**src/sv/gtp_pkg.sv**
```systemverilog
// ----------------------------------------------------------------------------
// gtp_pkg
// Types, character codes and a helper function shared by the GUID text parser.
// ----------------------------------------------------------------------------
package gtp_pkg;

	localparam logic [7:0] CHAR_ZERO  = 8'h30;
	localparam logic [7:0] CHAR_NINE  = 8'h39;
	localparam logic [7:0] CHAR_LC_A  = 8'h61;
	localparam logic [7:0] CHAR_LC_F  = 8'h66;
	localparam logic [7:0] CHAR_UC_A  = 8'h41;
	localparam logic [7:0] CHAR_UC_F  = 8'h46;
	localparam logic [7:0] CHAR_DASH  = 8'h2d;
	localparam logic [7:0] CHAR_LC_X  = 8'h78;

	localparam logic [2:0] GRP_DATA1  = 3'd0;
	localparam logic [2:0] GRP_DATA2  = 3'd1;
	localparam logic [2:0] GRP_DATA3  = 3'd2;
	localparam logic [2:0] GRP_CLOCK  = 3'd3;
	localparam logic [2:0] GRP_NODE   = 3'd4;

	localparam logic [3:0] NEED_DATA1 = 4'd8;
	localparam logic [3:0] NEED_SHORT = 4'd4;
	localparam logic [3:0] NEED_NODE  = 4'd12;
	localparam logic [3:0] PREFIX_LEN = 4'd2;

	localparam logic STATUS_OK      = 1'b0;
	localparam logic STATUS_INVALID = 1'b1;

	typedef struct packed {
		logic [2:0]  group_index;
		logic [3:0]  digit_count;
		logic        prefix_seen;
		logic        busy;
		logic [31:0] field1_acc;
		logic [15:0] field2_acc;
		logic [15:0] field3_acc;
		logic [63:0] field4_acc;
	} gtp_state_t;

	typedef struct packed {
		logic        status;
		logic [31:0] data1;
		logic [15:0] data2;
		logic [15:0] data3;
		logic [63:0] data4;
	} gtp_result_t;

	typedef struct packed {
		logic       valid;
		logic [3:0] value;
	} gtp_hex_t;

	function automatic gtp_hex_t hex_decode(input logic [7:0] c);
		gtp_hex_t h;
		h.valid = 1'b1;
		h.value = 4'd0;
		if (c inside {[CHAR_ZERO:CHAR_NINE]}) begin
			h.value = 4'(c - CHAR_ZERO);
		end else if (c inside {[CHAR_LC_A:CHAR_LC_F]}) begin
			h.value = 4'(c - CHAR_LC_A + 8'd10);
		end else if (c inside {[CHAR_UC_A:CHAR_UC_F]}) begin
			h.value = 4'(c - CHAR_UC_A + 8'd10);
		end else begin
			h.valid = 1'b0;
		end
		return h;
	endfunction

endpackage

```
**src/sv/gtp_text_if.sv**
```systemverilog
// ----------------------------------------------------------------------------
// gtp_text_if
// Valid/ready channel that carries one character of GUID text per word.
// ----------------------------------------------------------------------------
interface gtp_text_if;
	logic       valid;
	logic       ready;
	logic       start_req;
	logic [7:0] char_code;

	modport source (output valid, output start_req, output char_code, input ready);
	modport sink   (input valid, input start_req, input char_code, output ready);
endinterface

```
**src/sv/gtp_guid_if.sv**
```systemverilog
// ----------------------------------------------------------------------------
// gtp_guid_if
// Valid/ready channel that carries one parsed GUID with its status per word.
// ----------------------------------------------------------------------------
interface gtp_guid_if;
	logic        valid;
	logic        ready;
	logic        status;
	logic [31:0] data1;
	logic [15:0] data2;
	logic [15:0] data3;
	logic [63:0] data4;

	modport source (output valid, output status, output data1, output data2,
		output data3, output data4, input ready);
	modport sink   (input valid, input status, input data1, input data2,
		input data3, input data4, output ready);
endinterface

```
**src/sv/guid_text_parser.sv**
```systemverilog
// ----------------------------------------------------------------------------
// guid_text_parser
// Streaming parser of 8-4-4-4-12 GUID text into its binary fields.
// ----------------------------------------------------------------------------
// The parser takes one character per clock cycle unless its input stalls, and the result
// of a string appears on the output channel in the cycle after the character
// that completes or breaks it. The parse state is held in registers updated
// once per accepted word, and the result sits in a single output register that
// is refilled in the same cycle it is taken, so input stalls only while a
// result waits and the output side is not ready.
module guid_text_parser (
	input  logic   clk,
	input  logic   arst_n,
	gtp_text_if.sink   text,
	gtp_guid_if.source guid
);
	import gtp_pkg::*;

	gtp_state_t  state_q;
	gtp_state_t  state_next;
	gtp_result_t step_result;
	gtp_result_t res_q;
	logic        step_emit;
	logic        res_valid_q;
	logic        text_acc;

	gtp_step u_step (
		.state      (state_q),
		.start_req  (text.start_req),
		.char_code  (text.char_code),
		.state_next (state_next),
		.emit       (step_emit),
		.result     (step_result)
	);

	assign text.ready = !res_valid_q || guid.ready;
	assign text_acc   = text.valid && text.ready;

	always_ff @(posedge clk or negedge arst_n) begin
		if (!arst_n) begin
			state_q <= '0;
		end else if (text_acc) begin
			state_q <= state_next;
		end
	end

	always_ff @(posedge clk or negedge arst_n) begin
		if (!arst_n) begin
			res_valid_q <= 1'b0;
		end else if (text_acc && step_emit) begin
			res_valid_q <= 1'b1;
		end else if (guid.ready) begin
			res_valid_q <= 1'b0;
		end
	end

	always_ff @(posedge clk) begin
		if (text_acc && step_emit) begin
			res_q <= step_result;
		end
	end

	assign guid.valid  = res_valid_q;
	assign guid.status = res_q.status;
	assign guid.data1  = res_q.data1;
	assign guid.data2  = res_q.data2;
	assign guid.data3  = res_q.data3;
	assign guid.data4  = res_q.data4;

	a_group_range: assert property (@(posedge clk) disable iff (!arst_n)
		state_q.group_index <= GRP_NODE)
		else $error("group index out of range");

	a_count_range: assert property (@(posedge clk) disable iff (!arst_n)
		state_q.digit_count <= NEED_NODE)
		else $error("digit count out of range");

	a_idle_after_result: assert property (@(posedge clk) disable iff (!arst_n)
		(text_acc && step_emit) |=> (!state_q.busy && res_valid_q))
		else $error("parser still busy after giving a result");

	a_invalid_zero: assert property (@(posedge clk) disable iff (!arst_n)
		(res_valid_q && (res_q.status == STATUS_INVALID)) |->
		(res_q.data1 == 32'd0 && res_q.data2 == 16'd0 && res_q.data3 == 16'd0
		&& res_q.data4 == 64'd0))
		else $error("invalid result carries nonzero fields");

endmodule

```
**src/sv/gtp_step.sv**
```systemverilog
// ----------------------------------------------------------------------------
// gtp_step
// Next-state logic of the parser for one character: digit decode, shift into
// the current field, prefix and dash handling, and the end-of-string result.
// ----------------------------------------------------------------------------
module gtp_step (
	input  gtp_pkg::gtp_state_t  state,
	input  logic                 start_req,
	input  logic [7:0]           char_code,
	output gtp_pkg::gtp_state_t  state_next,
	output logic                 emit,
	output gtp_pkg::gtp_result_t result
);
	import gtp_pkg::*;

	gtp_state_t  cur;
	gtp_hex_t    hex;
	logic [3:0]  need;
	logic [31:0] acc_now;
	logic        take_digit;
	logic        take_prefix;
	logic        take_dash;

	always_comb begin
		cur = state;
		if (start_req) begin
			cur = '0;
			cur.busy = 1'b1;
		end
	end

	always_comb begin
		case (cur.group_index)
			GRP_DATA1: need = NEED_DATA1;
			GRP_NODE:  need = NEED_NODE;
			default:   need = NEED_SHORT;
		endcase
		if (cur.prefix_seen) begin
			need = need - PREFIX_LEN;
		end
	end

	always_comb begin
		case (cur.group_index)
			GRP_DATA1: acc_now = cur.field1_acc;
			GRP_DATA2: acc_now = {16'd0, cur.field2_acc};
			default:   acc_now = {16'd0, cur.field3_acc};
		endcase
	end

	assign hex         = hex_decode(char_code);
	assign take_digit  = hex.valid && (cur.digit_count < need);
	assign take_prefix = (char_code == CHAR_LC_X) && (cur.group_index < GRP_CLOCK)
		&& !cur.prefix_seen && (cur.digit_count == 4'd1) && (acc_now == 32'd0);
	assign take_dash   = (char_code == CHAR_DASH) && (cur.group_index < GRP_NODE)
		&& (cur.digit_count == need);

	always_comb begin
		state_next = cur;
		emit       = 1'b0;
		result     = '0;
		result.status = STATUS_INVALID;
		if (cur.busy) begin
			if (take_digit) begin
				case (cur.group_index)
					GRP_DATA1: state_next.field1_acc = {cur.field1_acc[27:0], hex.value};
					GRP_DATA2: state_next.field2_acc = {cur.field2_acc[11:0], hex.value};
					GRP_DATA3: state_next.field3_acc = {cur.field3_acc[11:0], hex.value};
					default:   state_next.field4_acc = {cur.field4_acc[59:0], hex.value};
				endcase
				state_next.digit_count = cur.digit_count + 4'd1;
				if ((cur.group_index == GRP_NODE) && (cur.digit_count == NEED_NODE - 4'd1)) begin
					state_next.busy = 1'b0;
					emit            = 1'b1;
					result.status   = STATUS_OK;
					result.data1    = cur.field1_acc;
					result.data2    = cur.field2_acc;
					result.data3    = cur.field3_acc;
					result.data4    = {cur.field4_acc[59:0], hex.value};
				end
			end else if (take_prefix) begin
				state_next.prefix_seen = 1'b1;
				state_next.digit_count = 4'd0;
			end else if (take_dash) begin
				state_next.group_index = cur.group_index + 3'd1;
				state_next.digit_count = 4'd0;
				state_next.prefix_seen = 1'b0;
			end else begin
				state_next.busy = 1'b0;
				emit            = 1'b1;
			end
		end
	end

endmodule

```
**src/flat_wrapper.sv**
```systemverilog
// flat-port wrapper written by rule: the top's interface ports become plain ports
module guid_text_parser_flat import gtp_pkg::*;
  (clk, arst_n, text_valid, text_start_req, text_char_code, text_ready, guid_valid, guid_status, guid_data1, guid_data2, guid_data3, guid_data4, guid_ready);
  gtp_text_if text_i ();
  gtp_guid_if guid_i ();
  input  logic clk;
  input  logic arst_n;
  input wire logic [$bits(text_i.valid)-1:0] text_valid;
  input wire logic [$bits(text_i.start_req)-1:0] text_start_req;
  input wire logic [$bits(text_i.char_code)-1:0] text_char_code;
  output wire logic [$bits(text_i.ready)-1:0] text_ready;
  output wire logic [$bits(guid_i.valid)-1:0] guid_valid;
  output wire logic [$bits(guid_i.status)-1:0] guid_status;
  output wire logic [$bits(guid_i.data1)-1:0] guid_data1;
  output wire logic [$bits(guid_i.data2)-1:0] guid_data2;
  output wire logic [$bits(guid_i.data3)-1:0] guid_data3;
  output wire logic [$bits(guid_i.data4)-1:0] guid_data4;
  input wire logic [$bits(guid_i.ready)-1:0] guid_ready;
  assign text_i.valid = text_valid;
  assign text_i.start_req = text_start_req;
  assign text_i.char_code = text_char_code;
  assign text_ready = text_i.ready;
  assign guid_valid = guid_i.valid;
  assign guid_status = guid_i.status;
  assign guid_data1 = guid_i.data1;
  assign guid_data2 = guid_i.data2;
  assign guid_data3 = guid_i.data3;
  assign guid_data4 = guid_i.data4;
  assign guid_i.ready = guid_ready;
  guid_text_parser u_core (.clk(clk), .arst_n(arst_n), .text(text_i), .guid(guid_i));
endmodule
```
**config.mk**
```make
export PLATFORM = sky130hd
export DESIGN_NAME = guid_text_parser_flat
export DESIGN_NICKNAME = d
export VERILOG_FILES = /design/src/sv/gtp_pkg.sv /design/src/sv/gtp_text_if.sv /design/src/sv/gtp_guid_if.sv /design/src/sv/guid_text_parser.sv /design/src/sv/gtp_step.sv /design/src/flat_wrapper.sv
export SDC_FILE = /design/constraint.sdc
export NUM_CORES = 1
export LEC_CHECK = 0
export BUFFER_PORTS_ARGS = -buffer_cell sky130_fd_sc_hd__buf_2
export CAP_MARGIN = 20
export CELL_PAD_IN_SITES_DETAIL_PLACEMENT = 1
export CELL_PAD_IN_SITES_GLOBAL_PLACEMENT = 2
export CORE_AREA = 10 10 168 170
export DETAILED_ROUTE_END_ITERATION = 7
export DIE_AREA = 0 0 178 180
export PLACE_DENSITY_LB_ADDON = 0.1
export SYNTH_ARGS = -nofsm -noshare
export SYNTH_HDL_FRONTEND = slang
export SYNTH_SLANG_ARGS = --single-unit
```
**constraint.sdc**
```tcl
create_clock -name clk -period 6.8 [get_ports clk]
set_input_delay 1.02 -clock clk [delete_from_list [all_inputs] [get_ports clk]]
set_output_delay 1.02 -clock clk [all_outputs]
set_load 0.02 [all_outputs]
```
## Yosys cells after proc, flatten, opt, wreduce, memory -nomap -nowiden

Index checks and enable logic that the tools add are counted.

| storage, ports and cells | value |
|---|---|
| bits of input ports | 13 |
| register bits | 267 |
| output and inout bits | 131 |

| operators by class | value |
|---|---|
| order comparisons | 9 |
| mux-type cells | 34 |
| equal/unequal tests | 8 |
| add/subtract/negate cells | 8 |
| reduce and logical (&&, ||, !) cells | 22 |

Operators with widths:

| kind | count |
|---|---|
| $mux 137 | 2 |
| $mux 129 | 1 |
| $mux 128 | 1 |
| $mux 64 | 1 |
| $pmux 32 s2 | 1 |
| $logic_not 32->1 | 1 |
| $mux 16 | 2 |
| $mux 32 | 1 |
| $mux 4 | 5 |
| $ge 8x7->1 const B | 2 |
| $le 8x7->1 const B | 2 |
| $mux 1 | 15 |
| $logic_and 1x1->1 | 13 |
| $sub 4x1->4 const B | 3 |
| $add 4x4->4 const B | 2 |
| $eq 8x6->1 const B | 1 |
| $eq 8x7->1 const B | 1 |
| $ge 8x6->1 const B | 1 |
| $le 8x6->1 const B | 1 |
| $mux 8 | 1 |
| $pmux 4 s2 | 1 |
| $mux 3 | 2 |
| $mux 5 | 1 |
| $add 4x1->4 const B | 1 |
| other kinds (18) | 19 |

## Depth between registers and ports, before layout

| logic depth | value |
|---|---|
| depth in word-level cells | 13 |
| mapped depth | 14 |
| gate-level depth less buffers | 11 |

## By module

From an unflattened synthesis, not the netlist that was laid out.

| second synthesis, totals | value |
|---|---|
| cells, all modules | 1062 |
| area, all modules | 13788.2 um^2 |

By module, submodules not included:

| module | cells each | area each (um^2) | times used |
|---|---|---|---|
| guid_text_parser | 424 | 9661.8 | 1 |
| gtp_step | 638 | 4126.5 | 1 |

## Worst setup path before layout

No wires, ideal clock.

| timing path | value |
|---|---|
| path type | input port to flip-flop |
| start | in text_start_req |
| end | reg u_core.res_q (netlist bit u_core.guid.data1[0]), enable pin |
| data arrival time | 5.203 ns |
| buffers on the path | 3 |
| stages on the path | 12 |
| required time | 6.356 ns |
| path slack | 1.154 ns |
| library setup time | 0.444 ns |
| cells stage by stage | buf_1 > buf_1 > clkbuf_1 > nor2b_1 > xnor2_1 > ha_1 > nor2b_1 > o21a_1 > a211oi_4 > nand4_2 > inv_1 > o21ba_2 |

| between the ends | value |
|---|---|
| longest elaborated chain between the ends | 12 |
| elaborated cells between the ends (all ways) | 30 |
| classes of those cells | add/sub: 1; order compare: 3; eq/ne: 5; mux: 9; reduce/logical: 12 |

Ends and longest elaborated chain:

| item | RTL line | source |
|---|---|---|
| start, declared | flat_wrapper.sv:9 | `input wire logic [$bits(text_i.start_req)-1:0] text_start_req;` |
| $mux 137 (*) | gtp_step.sv:26 | `if (start_req) begin` |
| $eq 3x3->1 or $logic_not 3->1 (tied branches) | gtp_step.sv:33, gtp_step.sv:72, gtp_step.sv:44 |  |
| $pmux 4 s2 | gtp_step.sv:33 | `case (cur.group_index)` |
| $sub 4x2->4 | gtp_step.sv:39 | `need = need - PREFIX_LEN;` |
| $mux 4 | gtp_step.sv:38 | `if (cur.prefix_seen) begin` |
| $eq 4x4->1 | gtp_step.sv:56 | `&& (cur.digit_count == need);` |
| $logic_and 1x1->1 | gtp_step.sv:56 |  |
| $mux 1 | gtp_step.sv:84 | `end else if (take_dash) begin` |
| $mux 1 | gtp_step.sv:81 | `end else if (take_prefix) begin` |
| $mux 1 | gtp_step.sv:64 | `if (take_digit) begin` |
| $mux 1 (*) | gtp_step.sv:63 | `if (cur.busy) begin` |
| $logic_and 1x1->1 (*) | guid_text_parser.sv:58 | `if (text_acc && step_emit) begin` |
| end signal, assigned | guid_text_parser.sv:59 | `res_q <= step_result;` |
| end, declared | guid_text_parser.sv:22 | `gtp_result_t res_q;` |

Mark *: on every way between the ends. The rest lies on a longest branch, timed or not.
A chain may end at the register's enable or synchronous reset.

## Final worst setup path

| timing path | value |
|---|---|
| start | in text_start_req |
| end | reg u_core.res_q (netlist bit u_core.guid.data4[49]), enable pin |

The elaborated chain is that of the path after synthesis.

==> qor.txt <==
result of the run: finished, final reports clean
share of final-layout standard cells stronger than drive strength 1: 23.8%
top achievable clock speed: 217 MHz
area fraction in compound gates after synthesis: 13.8%
number of I/O pins: 144
cell area power density: 293 mW/mm^2
xor and xnor fraction of the mapped netlist area: 0.166%
total of warnings raised by yosys: 0
register area share after synthesis: 68.3%
largest area contributor in the netlist: sky130_fd_sc_hd__edfxtp_1
area share of the leading cell type in the synthesized netlist: 36.6%
synthesized-area fraction occupied by adder cells: 1.30%
pin count of the biggest net entering global routing: 97
category of the critical setup timing path: in2reg
antenna violations before repair: 0
TritonCTS clock tree: built
DRT Pass-1 Iters: 5
mux share of post-synthesis cell area: 0%
post-DP HPWL: 17,400 um
via count of the first global-routing pass: 7,156
count of instances resized after the clock tree is built: 0
actual slew at the worst max-slew pin: 0.849 ns
ys async rst share: 51.0%
relative contribution of combinational cells to total power: 7.5%
sequential cell area: 0.00723 sq mm
predominant post-synthesis flop cell: sky130_fd_sc_hd__dfrtp_1
number of enable flip-flop cells after synthesis: 129
DIE AREA: 0.0320 sq mm
RSZ-0062 raised after global routing: no
Seq pwr share: 48.0%
total nets after synthesis: 766
cell area after synthesis: 0.0106 sq mm
synth-to-layout area growth: 19.2%
CORE AREA: 0.0249 sq mm
nature of the critical path endpoint: flip-flop
final cell utilization of the core: 50.7%
drt initial violations: 431
wire length of the first global-routing pass: 42,000 um
number of rows created at floorplan: 58
launching element type of the critical path: primary input
min-delay worst type: in2async
cts bufs inserted: 28
maximum clock insertion buffer count: 3
simple-gate area share of the yosys netlist: 13.7%
aggregate routed wire length: 26,200 um
max-capacitance violation count: 0
average cell area after synthesis: 14.3 sq um
post-route clock skew: 0.00622 ns
post-synthesis register bit count: 263
overall power after layout: 3.69 mW
Initial Utilization: 42.5%
via count: 6,587
quantity of I/O buffers inserted on ports: 143
total congestion overflow after global routing: 0
main combinational cell family by area after synthesis: compound AO/OA/AOI/OAI gates
Final Max Slew Viols: 0
n_diodes: 0
antenna-violating nets left: 0
CTS hold repair buffers: 0
arrival time at the worst endpoint: 4.77 ns
routed wirelength normalized by instance count: 21.2 um
ranking of synthesized cells by area: sky130_fd_sc_hd__edfxtp_1, sky130_fd_sc_hd__dfrtp_1, sky130_fd_sc_hd__a22o_1
# setup viols final: 0
worst vdd rail ir drop: 165 uV
later-pin clock latency in the skew report: 0.52 ns
clock transition at the registers of the reported paths: 0.06 ns
via/cell ratio: 5.32
area of the multi-input gates: 0.00308 sq mm
Clock Root Buffer: sky130_fd_sc_hd__clkbuf_16
CTS HTree Levels: 1
Post-Synthesis Cells: 742
worst slew margin relative to its limit: 42.9%
post-layout min period: 4.62 ns
cell internal pwr: 2.84 mW
post-CTS setup buffers: 0
Static Leakage: 5.52 nW
total number of clock tree sinks: 263
maximum fanout count along the critical path: 96
last weighted congestion value of the routability-driven placer: 0.829
library cells used by synthesis: 61
global router's overall resource usage: 16.2%
fin nets: 910
filler instances: 2,493
setup_tns: 0 ns
Die Width: 178 um
clock power share: 44.5%
period utilisation layout: 67.9%
required time worst endpoint: 6.96 ns
final hold vios: 0
die height: 180 um
switch share: 23.1%
power spent charging and discharging nets: 0.852 mW
Remaining DRCs: 0
## cells by family (layout without fill, tap and decap cells)
group,count (synthesis),after routing
AOI/OAI and AO/OA,176,176
xor gates and xnor gates,2,2
adders and majority gates,11,11
buffers and inverters,54,220
DFF,263,263
and+or+nand+nor,236,236
## worst paths after layout
path,from,to,slack [ns],cells after the start
setup / recovery,text_start_req,u_core.guid.data4[49],2.18,10
hold / removal,arst_n,u_core.state_q[74],0.49,1
setup reg to reg,u_core.state_q[136],u_core.guid.data4[49],2.48,10
hold reg to reg,u_core.state_q[1],u_core.state_q[1],0.51,2
max in group asynchronous,arst_n,u_core.state_q[20],4.96,2
min in group clk,u_core.state_q[1],u_core.state_q[1],0.51,2
## Yosys cell counts, drive strengths merged, types with 2 or more instances
library cell and count:
a221o 4, inv 15, nor4 14, buf 19, nor2b 7, a2111oi 3, or4 2, nand3 7
o21a 3, and2 125, or3 2, a22o 115, edfxtp 129, xnor2 2, o21ba 3, nand2 22
nand4 2, nor2 25, clkbuf 20, o21ai 22, nand2b 12, a21oi 7, ha 11, nor3 7
dfrtp 134, nor4b 3, o211ai 3, and3 3
## state kept, by name, indices dropped and copies added (netlist names)
| signal | count |
|---|---|
| u_core.guid.data4 | 64 |
| u_core.guid.data2 | 16 |
| u_core.guid.status | 1 |
| u_core.guid.valid | 1 |
| u_core.guid.data3 | 16 |
| u_core.state_q | 133 |
| u_core.guid.data1 | 32 |
## per-layer routing
layer  global-route usage, %  vias up  part of all wire, %
met5                       0        -                    0
met1                    22.2     3368                   45
met2                    25.8      153                   48
met4                    3.84        0                  1.7
li1                        -     3038                    -
met3                    3.23       28                  5.8
## worst max-delay path, cell delays in order
cell and delay (ns):
sky130_fd_sc_hd__buf_2 0.53, sky130_fd_sc_hd__nor2_1 0.32, sky130_fd_sc_hd__xnor2_1 0.21, sky130_fd_sc_hd__ha_1 0.31, sky130_fd_sc_hd__nor2b_1 0.13, sky130_fd_sc_hd__o21a_1 0.23, sky130_fd_sc_hd__a211oi_4 0.11, sky130_fd_sc_hd__nor3_1 0.74
sky130_fd_sc_hd__o21ba_4 0.60, sky130_fd_sc_hd__buf_12 0.44
## layout by cell type, fill, tap and decap left out, types with 14 or more instances in the layout
| cell type | n |
|---|---|
| sky130_fd_sc_hd__and2_1 | 125 |
| sky130_fd_sc_hd__buf_2 | 142 |
| sky130_fd_sc_hd__nand2_1 | 22 |
| sky130_fd_sc_hd__nor2_1 | 22 |
| sky130_fd_sc_hd__clkbuf_16 | 29 |
| sky130_fd_sc_hd__dfrtp_1 | 134 |
| sky130_fd_sc_hd__inv_1 | 15 |
| sky130_fd_sc_hd__nor4_1 | 14 |
| sky130_fd_sc_hd__o21ai_0 | 18 |
| sky130_fd_sc_hd__edfxtp_1 | 129 |
| sky130_fd_sc_hd__a22o_1 | 115 |
## metrics by stage
stage | setup slack, ns | cells | cell area [sq um] | hold WS, ns
floorplan | 1.15 | 742 | 10600 | 0.457
global placement | 1.78 | 1183 | 11600 | 0.483
detailed placement | 1.65 | 1183 | 11600 | 0.496
CTS | 2.20 | 1235 | 12600 | 0.510
global route | 1.91 | 1238 | 12600 | 0.516
finish | 2.18 | 1238 | 12600 | 0.494
## power by group through the flow
| stage | sequential, mW | combinational (mW) | clock [mW] |
|---|---|---|---|
| after floorplan | 1.86 | 0.0995 | 0 |
| after global placement | 1.80 | 0.280 | 0 |
| after detailed placement | 1.80 | 0.280 | 0 |
| after CTS | 1.77 | 0.281 | 1.68 |
| after global routing | 1.78 | 0.303 | 1.76 |
| final | 1.77 | 0.277 | 1.64 |
## area by class of cell
class,count,share of cell area [%]
Clock buffer,37,6.39
Clock inverter,15,1.70
Inverter,15,0.446
Multi-Input combinational cell,425,24.4
Sequential cell,263,57.3
Tap cell,330,3.27
Timing Repair Buffer,153,6.48
No activity file was read; power rests on OpenSTA's default activity.
